`src/rtl/mexp_pkg.sv`:
```
`timescale 1ns / 1ps
`default_nettype none
// ----------------------------------------------------------------------------
// mexp_pkg
// Shared constants for the modular exponentiation block.
// ----------------------------------------------------------------------------
package mexp_pkg;

  // width of every field on the ports
  localparam int unsigned DATA_W = 32;

endpackage
`default_nettype wire

```
`src/rtl/mexp_in_if.sv`:
```
`timescale 1ns / 1ps
`default_nettype none
// ----------------------------------------------------------------------------
// mexp_in_if
// Input channel: base and exponent with valid/ready handshake.
// ----------------------------------------------------------------------------
interface mexp_in_if;
  import mexp_pkg::*;

  logic              valid;
  logic              ready;
  logic [DATA_W-1:0] base;
  logic [DATA_W-1:0] exponent;

  modport source (output valid, output base, output exponent, input ready);
  modport sink   (input valid, input base, input exponent, output ready);

endinterface
`default_nettype wire

```
`src/rtl/mexp_out_if.sv`:
```
`timescale 1ns / 1ps
`default_nettype none
// ----------------------------------------------------------------------------
// mexp_out_if
// Result channel: residue with valid/ready handshake.
// ----------------------------------------------------------------------------
interface mexp_out_if;
  import mexp_pkg::*;

  logic              valid;
  logic              ready;
  logic [DATA_W-1:0] residue;

  modport source (output valid, output residue, input ready);
  modport sink   (input valid, input residue, output ready);

endinterface
`default_nettype wire

```
`src/rtl/mexp_mulred.sv`:
```
`timescale 1ns / 1ps
`default_nettype none
// ----------------------------------------------------------------------------
// mexp_mulred
// Bit-serial interleaved multiply-and-reduce: r = a * b mod n, one bit of b
// per cycle, MSB first. Needs r < n and a <= n; n of zero wraps at 2^WIDTH.
// ----------------------------------------------------------------------------
module mexp_mulred #(
  parameter int unsigned WIDTH = 32
) (
  input  wire logic             clk,
  input  wire logic             rst_n,
  input  wire logic             start,
  input  wire logic [WIDTH-1:0] a,
  input  wire logic [WIDTH-1:0] b,
  input  wire logic [WIDTH-1:0] n,
  output logic                  done,
  output logic [WIDTH-1:0]      res
);

  localparam int unsigned CNT_W = $clog2(WIDTH + 1);

  logic             busy_r, busy_nxt;
  logic             done_r, done_nxt;
  logic [CNT_W-1:0] cnt_r, cnt_nxt;
  logic [WIDTH-1:0] b_r, b_nxt;
  logic [WIDTH-1:0] r_r, r_nxt;

  logic [WIDTH+1:0] sum;
  logic [WIDTH+2:0] d1;
  logic [WIDTH+2:0] d2;
  logic [WIDTH-1:0] r_step;

  always_comb begin
    sum = {1'b0, r_r, 1'b0} + {2'b00, (b_r[WIDTH-1] ? a : {WIDTH{1'b0}})};
    d1  = {1'b0, sum} - {3'b000, n};
    d2  = {1'b0, sum} - {2'b00, n, 1'b0};
    // sum < 3n, so at most two subtractions of n
    priority if (n == '0) begin
      r_step = sum[WIDTH-1:0];
    end else if (!d2[WIDTH+2]) begin
      r_step = d2[WIDTH-1:0];
    end else if (!d1[WIDTH+2]) begin
      r_step = d1[WIDTH-1:0];
    end else begin
      r_step = sum[WIDTH-1:0];
    end
  end

  always_comb begin
    busy_nxt = busy_r;
    done_nxt = 1'b0;
    cnt_nxt  = cnt_r;
    b_nxt    = b_r;
    r_nxt    = r_r;
    if (start) begin
      busy_nxt = 1'b1;
      cnt_nxt  = CNT_W'(WIDTH);
      b_nxt    = b;
      r_nxt    = '0;
    end else if (busy_r) begin
      r_nxt   = r_step;
      b_nxt   = {b_r[WIDTH-2:0], 1'b0};
      cnt_nxt = cnt_r - CNT_W'(1);
      if (cnt_r == CNT_W'(1)) begin
        busy_nxt = 1'b0;
        done_nxt = 1'b1;
      end
    end
  end

  always_ff @(posedge clk) begin
    if (!rst_n) begin
      busy_r <= 1'b0;
      done_r <= 1'b0;
      cnt_r  <= '0;
    end else begin
      busy_r <= busy_nxt;
      done_r <= done_nxt;
      cnt_r  <= cnt_nxt;
    end
    b_r <= b_nxt;
    r_r <= r_nxt;
  end

  assign done = done_r;
  assign res  = r_r;

endmodule
`default_nettype wire

```
`src/rtl/modular_exponentiation_top.sv`:
```
`timescale 1ns / 1ps
`default_nettype none
// Work per item: one pass of the multiply-reduce unit to reduce the base, one
// multiply per set exponent bit and one squaring per exponent bit below the
// highest set bit; a zero exponent skips the unit and goes straight to output.
// One item at a time; the next item can be taken in the cycle after the result
// loads into the output register.
// Reset (synchronous, rst_n low) idles the block and sets the modulus to 1.
// ----------------------------------------------------------------------------
// modular_exponentiation_top
// Right-to-left square-and-multiply over a shared multiply-reduce unit.
// ----------------------------------------------------------------------------
module modular_exponentiation_top #(
  parameter int unsigned WIDTH = 32
) (
  input  wire logic                           clk,
  input  wire logic                           rst_n,
  input  wire logic                           cfg_wr_en,
  input  wire logic [mexp_pkg::DATA_W-1:0]    cfg_wr_data,
  mexp_in_if.sink                             in_chan,
  mexp_out_if.source                          out_chan
);
  import mexp_pkg::*;

  typedef enum logic [4:0] {
    S_IDLE = 5'b00001,
    S_RED  = 5'b00010,
    S_MUL  = 5'b00100,
    S_SQR  = 5'b01000,
    S_OUT  = 5'b10000
  } state_t;

  state_t            state_r, state_nxt;
  logic [WIDTH-1:0]  mod_r, mod_nxt;
  logic [WIDTH-1:0]  x_r, x_nxt;
  logic [WIDTH-1:0]  acc_r, acc_nxt;
  logic [WIDTH-1:0]  e_r, e_nxt;
  logic              start_r, start_nxt;
  logic              oval_r, oval_nxt;
  logic [DATA_W-1:0] odata_r, odata_nxt;

  logic              mr_done;
  logic [WIDTH-1:0]  mr_res;
  logic [WIDTH-1:0]  mr_a;
  logic [WIDTH-1:0]  mr_b;
  logic              in_acc;

  assign in_acc = in_chan.valid && (state_r == S_IDLE);

  // reduction of the base is x * 1; otherwise x is the multiplicand
  always_comb begin
    mr_a = (state_r == S_RED) ? {{(WIDTH-1){1'b0}}, 1'b1} : x_r;
    mr_b = (state_r == S_MUL) ? acc_r : x_r;
  end

  mexp_mulred #(
    .WIDTH (WIDTH)
  ) u_mulred (
    .clk   (clk),
    .rst_n (rst_n),
    .start (start_r),
    .a     (mr_a),
    .b     (mr_b),
    .n     (mod_r),
    .done  (mr_done),
    .res   (mr_res)
  );

  always_comb begin
    state_nxt = state_r;
    mod_nxt   = mod_r;
    x_nxt     = x_r;
    acc_nxt   = acc_r;
    e_nxt     = e_r;
    start_nxt = 1'b0;
    oval_nxt  = oval_r;
    odata_nxt = odata_r;

    if (oval_r && out_chan.ready) begin
      oval_nxt = 1'b0;
    end
    if (cfg_wr_en) begin
      mod_nxt = cfg_wr_data[WIDTH-1:0];
    end

    unique case (state_r)
      S_IDLE: begin
        if (in_acc) begin
          x_nxt   = in_chan.base[WIDTH-1:0];
          e_nxt   = in_chan.exponent[WIDTH-1:0];
          acc_nxt = {{(WIDTH-1){1'b0}}, 1'b1};
          if (in_chan.exponent[WIDTH-1:0] == '0) begin
            state_nxt = S_OUT;
          end else begin
            state_nxt = S_RED;
            start_nxt = 1'b1;
          end
        end
      end
      S_RED: begin
        if (mr_done) begin
          x_nxt     = mr_res;
          state_nxt = e_r[0] ? S_MUL : S_SQR;
          start_nxt = 1'b1;
        end
      end
      S_MUL: begin
        if (mr_done) begin
          acc_nxt = mr_res;
          // no higher exponent bits left: further squares are unused
          if (e_r[WIDTH-1:1] == '0) begin
            state_nxt = S_OUT;
          end else begin
            state_nxt = S_SQR;
            start_nxt = 1'b1;
          end
        end
      end
      S_SQR: begin
        if (mr_done) begin
          x_nxt     = mr_res;
          e_nxt     = {1'b0, e_r[WIDTH-1:1]};
          state_nxt = e_r[1] ? S_MUL : S_SQR;
          start_nxt = 1'b1;
        end
      end
      S_OUT: begin
        if (!oval_r || out_chan.ready) begin
          odata_nxt = DATA_W'(acc_r);
          oval_nxt  = 1'b1;
          state_nxt = S_IDLE;
        end
      end
      default: begin
        state_nxt = S_IDLE;
      end
    endcase
  end

  always_ff @(posedge clk) begin
    if (!rst_n) begin
      state_r <= S_IDLE;
      mod_r   <= {{(WIDTH-1){1'b0}}, 1'b1};
      start_r <= 1'b0;
      oval_r  <= 1'b0;
    end else begin
      state_r <= state_nxt;
      mod_r   <= mod_nxt;
      start_r <= start_nxt;
      oval_r  <= oval_nxt;
    end
    x_r     <= x_nxt;
    acc_r   <= acc_nxt;
    e_r     <= e_nxt;
    odata_r <= odata_nxt;
  end

  assign in_chan.ready    = (state_r == S_IDLE);
  assign out_chan.valid   = oval_r;
  assign out_chan.residue = odata_r;

endmodule
`default_nettype wire

```
`src/flat_wrapper.sv`:
```
// flat-port wrapper written by rule: the top's interface ports become plain ports
module modular_exponentiation_top_flat import mexp_pkg::*;
#(
  parameter int unsigned WIDTH = 32
)
  (clk, rst_n, cfg_wr_en, cfg_wr_data, in_chan_valid, in_chan_base, in_chan_exponent, in_chan_ready, out_chan_valid, out_chan_residue, out_chan_ready);
  mexp_in_if in_chan_i ();
  mexp_out_if out_chan_i ();
  input  wire logic clk;
  input  wire logic rst_n;
  input  wire logic cfg_wr_en;
  input  wire logic [mexp_pkg::DATA_W-1:0] cfg_wr_data;
  input wire logic [$bits(in_chan_i.valid)-1:0] in_chan_valid;
  input wire logic [$bits(in_chan_i.base)-1:0] in_chan_base;
  input wire logic [$bits(in_chan_i.exponent)-1:0] in_chan_exponent;
  output wire logic [$bits(in_chan_i.ready)-1:0] in_chan_ready;
  output wire logic [$bits(out_chan_i.valid)-1:0] out_chan_valid;
  output wire logic [$bits(out_chan_i.residue)-1:0] out_chan_residue;
  input wire logic [$bits(out_chan_i.ready)-1:0] out_chan_ready;
  assign in_chan_i.valid = in_chan_valid;
  assign in_chan_i.base = in_chan_base;
  assign in_chan_i.exponent = in_chan_exponent;
  assign in_chan_ready = in_chan_i.ready;
  assign out_chan_valid = out_chan_i.valid;
  assign out_chan_residue = out_chan_i.residue;
  assign out_chan_i.ready = out_chan_ready;
  modular_exponentiation_top #(.WIDTH(WIDTH)) u_core (.clk(clk), .rst_n(rst_n), .cfg_wr_en(cfg_wr_en), .cfg_wr_data(cfg_wr_data), .in_chan(in_chan_i), .out_chan(out_chan_i));
endmodule
```
`config.mk`:
```
export PLATFORM = sky130hd
export DESIGN_NAME = modular_exponentiation_top_flat
export DESIGN_NICKNAME = d
export VERILOG_FILES = /design/src/rtl/mexp_pkg.sv /design/src/rtl/mexp_in_if.sv /design/src/rtl/mexp_out_if.sv /design/src/rtl/mexp_mulred.sv /design/src/rtl/modular_exponentiation_top.sv /design/src/flat_wrapper.sv
export SDC_FILE = /design/constraint.sdc
export NUM_CORES = 1
export LEC_CHECK = 0
export ABC_AREA = 0
export BUFFER_PORTS_ARGS = -buffer_cell sky130_fd_sc_hd__buf_2
export CAP_MARGIN = 5
export CORE_MARGIN = 2
export CORE_UTILIZATION = 65
export DETAILED_ROUTE_END_ITERATION = 10
export GPL_TIMING_DRIVEN = 0
export PLACE_DENSITY = 0.95
export SYNTH_ARGS = -nofsm -noshare
export SYNTH_HDL_FRONTEND = slang
export SYNTH_HIERARCHICAL = 1
export SYNTH_SLANG_ARGS = --single-unit
```
`constraint.sdc`:
```
create_clock -name clk -period 9.3 [get_ports clk]
set_input_delay 0.93 -clock clk [delete_from_list [all_inputs] [get_ports clk]]
set_output_delay 0.93 -clock clk [all_outputs]
set_load 0.01 [all_outputs]
```
==> impl_metrics.ini <==
[setup_path]
cp_data_arrival_time_ns = 8.02
endpoint_kind = flop
start_kind = flop
rr_endpoint = u_core/u_mulred/res[20]$_SDFFE_PP0P_
critical-path-max-stage-delay_ns = 0.52
critPathRequiredTime_ns = 9.70
r2r-start = u_core/state_r[3]$_SDFFE_PN0P_
worstSetupPathType = reg -> reg
slowest_stage = xnor2_1
r2r_setup_slack_ns = 1.68
reg2reg_depth = 29
crit_path_max_fanout = 10
path_common_cell = a21o_1

[hold_path]
hold_start = u_core/acc_r[2]$_SDFFCE_PN0P_
hold_depth = 0
hold_class = reg -> reg
min_to = u_core/out_chan.residue[2]$_DFFE_PP_

[cts]
cts-htree-levels = 1
numCtsBuffers = 26
cts_setup_buffers = 0
clkLatencyLatePin_ns = 0.55
clockBufferDepth = 3
post_cts_resized = 0
holdBufCountCts = 0
path_clk_slew_ns = 0.06
tritoncts = done
cts_sinks = 239
root_buffer = clkbuf_16

[timing]
slew_headroom_pct = 30.5
setup_viol = 0
min_period_ns = 7.62
finClkSkew_ns = 0.0119
timing.setup.tns_ns = 0
worst_slew_pin_slew_ns = 1.04
clock.fmax_mhz = 131
grt_setup_unrepaired = no
slew_viol_final = 0
hold_viol = 0
finalCritPeriodShare_pct = 81.9

[logic_synthesis]
synthArstFlopShare_pct = 0
synth_top_area_share_pct = 30.3
netlist-cell-type-count = 92
synth-edff-count = 160
yosys.area.top_type = edfxtp_1
ys_ff_latch = 239
syn-num-nets = 1869
synth_area_mm2 = 0.0159
syn-instance-count = 1668
ys_seq_area_share_pct = 40.2
yosys.cell_count.top_type = nand2_1
ys.flop_type = edfxtp_1
avgSynthCellArea_um2 = 9.51
synth_common_cells = 275 x nand2_1, 160 x edfxtp_1, 100 x and2_1
synthTopCellsByArea = edfxtp_1 30%, dfxtp_1 10%, ha_1 7.6%
yosysWarnings = 6

[run_status]
status = finished clean

[finish]
synthToLayoutAreaGrowth_pct = 12.7
fin_nets = 2034
final_cell_area_mm2 = 0.0179
drive_above_1_share_pct = 16.4
antenna_cells = 0

[power]
combPwrFrac_pct = 60.4
sw_frac_of_total_pct = 45.8
clock_power_share_pct = 16.5
p_sw_uw = 2830
intPower_uw = 3360
ir_drop_mv = 0.282
power_density_mw_per_mm2 = 346
leakage_uw = 0.00737
seq_power_share_pct = 23.1

[grt]
grt_usage_pct = 34.0
grt_pass1_wl_mm = 70.1
grt_pass1_vias = 13454
grt_max_degree = 33
grt-ovfl-total = 0
antenna_found_initial = 0

[route]
antenna_left = 0
routedWlPerCell_um = 20.3
vias = 13863
dr.pass1.iters = 6
routed_wl_mm = 44.2
drt_iter0_markers = 1690
vias_per_cell = 6.37
route.detailed.drc = 0

[floorplan]
rows = 57
core-area_mm2 = 0.0241
initial_core_util_pct = 65.8
die-area_mm2 = 0.0257
fp.dieH_um = 160
die_w_um = 160
io_pins = 135

[placed_design]
port_buffers = 133
hpwl_mm = 33.4
gp_congestion = 0.977
dpl_cell_area_mm2 = 0.0170

[flow_run]
cap_violations = 0
## layout by cell type, fill, tap and decap left out, drive strengths merged, types with 35 or more instances in the layout
| cell | netlist | routed |
|---|---|---|
| o21ai | 61 | 61 |
| dfxtp | 79 | 79 |
| mux2i | 35 | 35 |
| a21oi | 82 | 82 |
| ha | 97 | 97 |
| and2 | 102 | 102 |
| edfxtp | 160 | 160 |
| buf | 21 | 158 |
| clkbuf | 48 | 80 |
| inv | 61 | 61 |
| nor2 | 74 | 74 |
| xnor2 | 45 | 45 |
| nand2 | 276 | 276 |
| mux2 | 64 | 64 |
| nor2b | 42 | 42 |
| xor2 | 39 | 39 |
| a21o | 53 | 53 |
## flip-flops by register name, summed over array words and instances (netlist names)
signal,count
u_core/acc_r,32
u_core/e_r,32
u_core/mod_r,32
u_core/out_chan.residue,32
u_core/out_chan.valid,1
u_core/start_r,1
u_core/state_r,5
u_core/u_mulred/b_r,32
u_core/u_mulred/busy_r,1
u_core/u_mulred/cnt_r,6
u_core/u_mulred/done,1
u_core/u_mulred/res,32
u_core/x_r,32
## per-stage QoR
step / hold WS (ns) / power, uW / util [%] / setup WS, ns / cells
after floorplan: 0.426 / 4120 / - / 3.46 / 1668
after global placement: 0.434 / 4850 / 70.3 / 2.14 / 2125
after detailed placement: 0.439 / 4980 / 70.6 / 2.05 / 2128
after CTS: 0.456 / 6030 / 74.1 / 1.99 / 2176
after global routing: 0.473 / 6530 / 74.2 / 1.40 / 2177
final: 0.453 / 6190 / 74.2 / 1.68 / 2177
## layer usage
| layer | GRT usage [%] | vias to the layer above | wire length (um) |
|---|---|---|---|
| met4 | 15.1 | 0 | 2240 |
| met1 | 44.5 | 6457 | 17800 |
| met5 | 0 | - | 0 |
| li1 | - | 6406 | - |
| met3 | 5.40 | 165 | 3930 |
| met2 | 56.3 | 835 | 20300 |
## power groups by stage
stage	Clock [uW]	Sequential (uW)	Combinational, uW
after floorplan	0	1380	2730
after global placement	0	1440	3410
after detailed placement	0	1440	3530
after CTS	1030	1430	3580
after global routing	1070	1440	4020
final	1020	1430	3730
## cells by family after synthesis
kind of cell,count (synthesis),share of synthesized area [%]
AOI/OAI and AO/OA,386,17.0
xor gates and xnor gates,84,4.64
adders and majority gates,100,8.03
buffers and inverters,130,3.82
DFF,239,40.2
muxes,99,6.75
and+or+nand+nor,630,19.5
## final cells by class
cell class                 instances  area [um2]
sequential                       239        6390
clock inverter                    16         150
tap                              324         405
buffer                            69         378
clock buffer                      32         694
multi-input combinational       1299        8900
fill                            1652        6220
timing repair buffer             137         743
inverter                          61         229
## critical path, delay by kind of cell, from the launching register on
family / cells / cell delay, ns
fa+ha+maj: 3 / 1.02
xor+xnor: 1 / 0.52
compound gates: 13 / 2.81
simple gates: 7 / 1.29
buf+inv: 5 / 1.39
flops: 1 / 0.43
## how the worst max path moves through the flow
stage / from / endpoint / slack (ns) / cells past startpoint
after floorplan: u_core/state_r[2]$_SDFFE_PN0P_ / u_core/u_mulred/res[15]$_SDFFE_PP0P_ / 3.46 / 25
after global placement: u_core/state_r[2]$_SDFFE_PN0P_ / u_core/u_mulred/res[20]$_SDFFE_PP0P_ / 2.14 / 25
after detailed placement: u_core/state_r[2]$_SDFFE_PN0P_ / u_core/u_mulred/res[20]$_SDFFE_PP0P_ / 2.05 / 25
after CTS: u_core/state_r[2]$_SDFFE_PN0P_ / u_core/u_mulred/res[20]$_SDFFE_PP0P_ / 1.99 / 25
after global routing: u_core/state_r[2]$_SDFFE_PN0P_ / u_core/u_mulred/res[20]$_SDFFE_PP0P_ / 1.40 / 25
final: u_core/state_r[3]$_SDFFE_PN0P_ / u_core/u_mulred/res[20]$_SDFFE_PP0P_ / 1.68 / 29
Note: power is estimated with default switching activity, not from simulation.
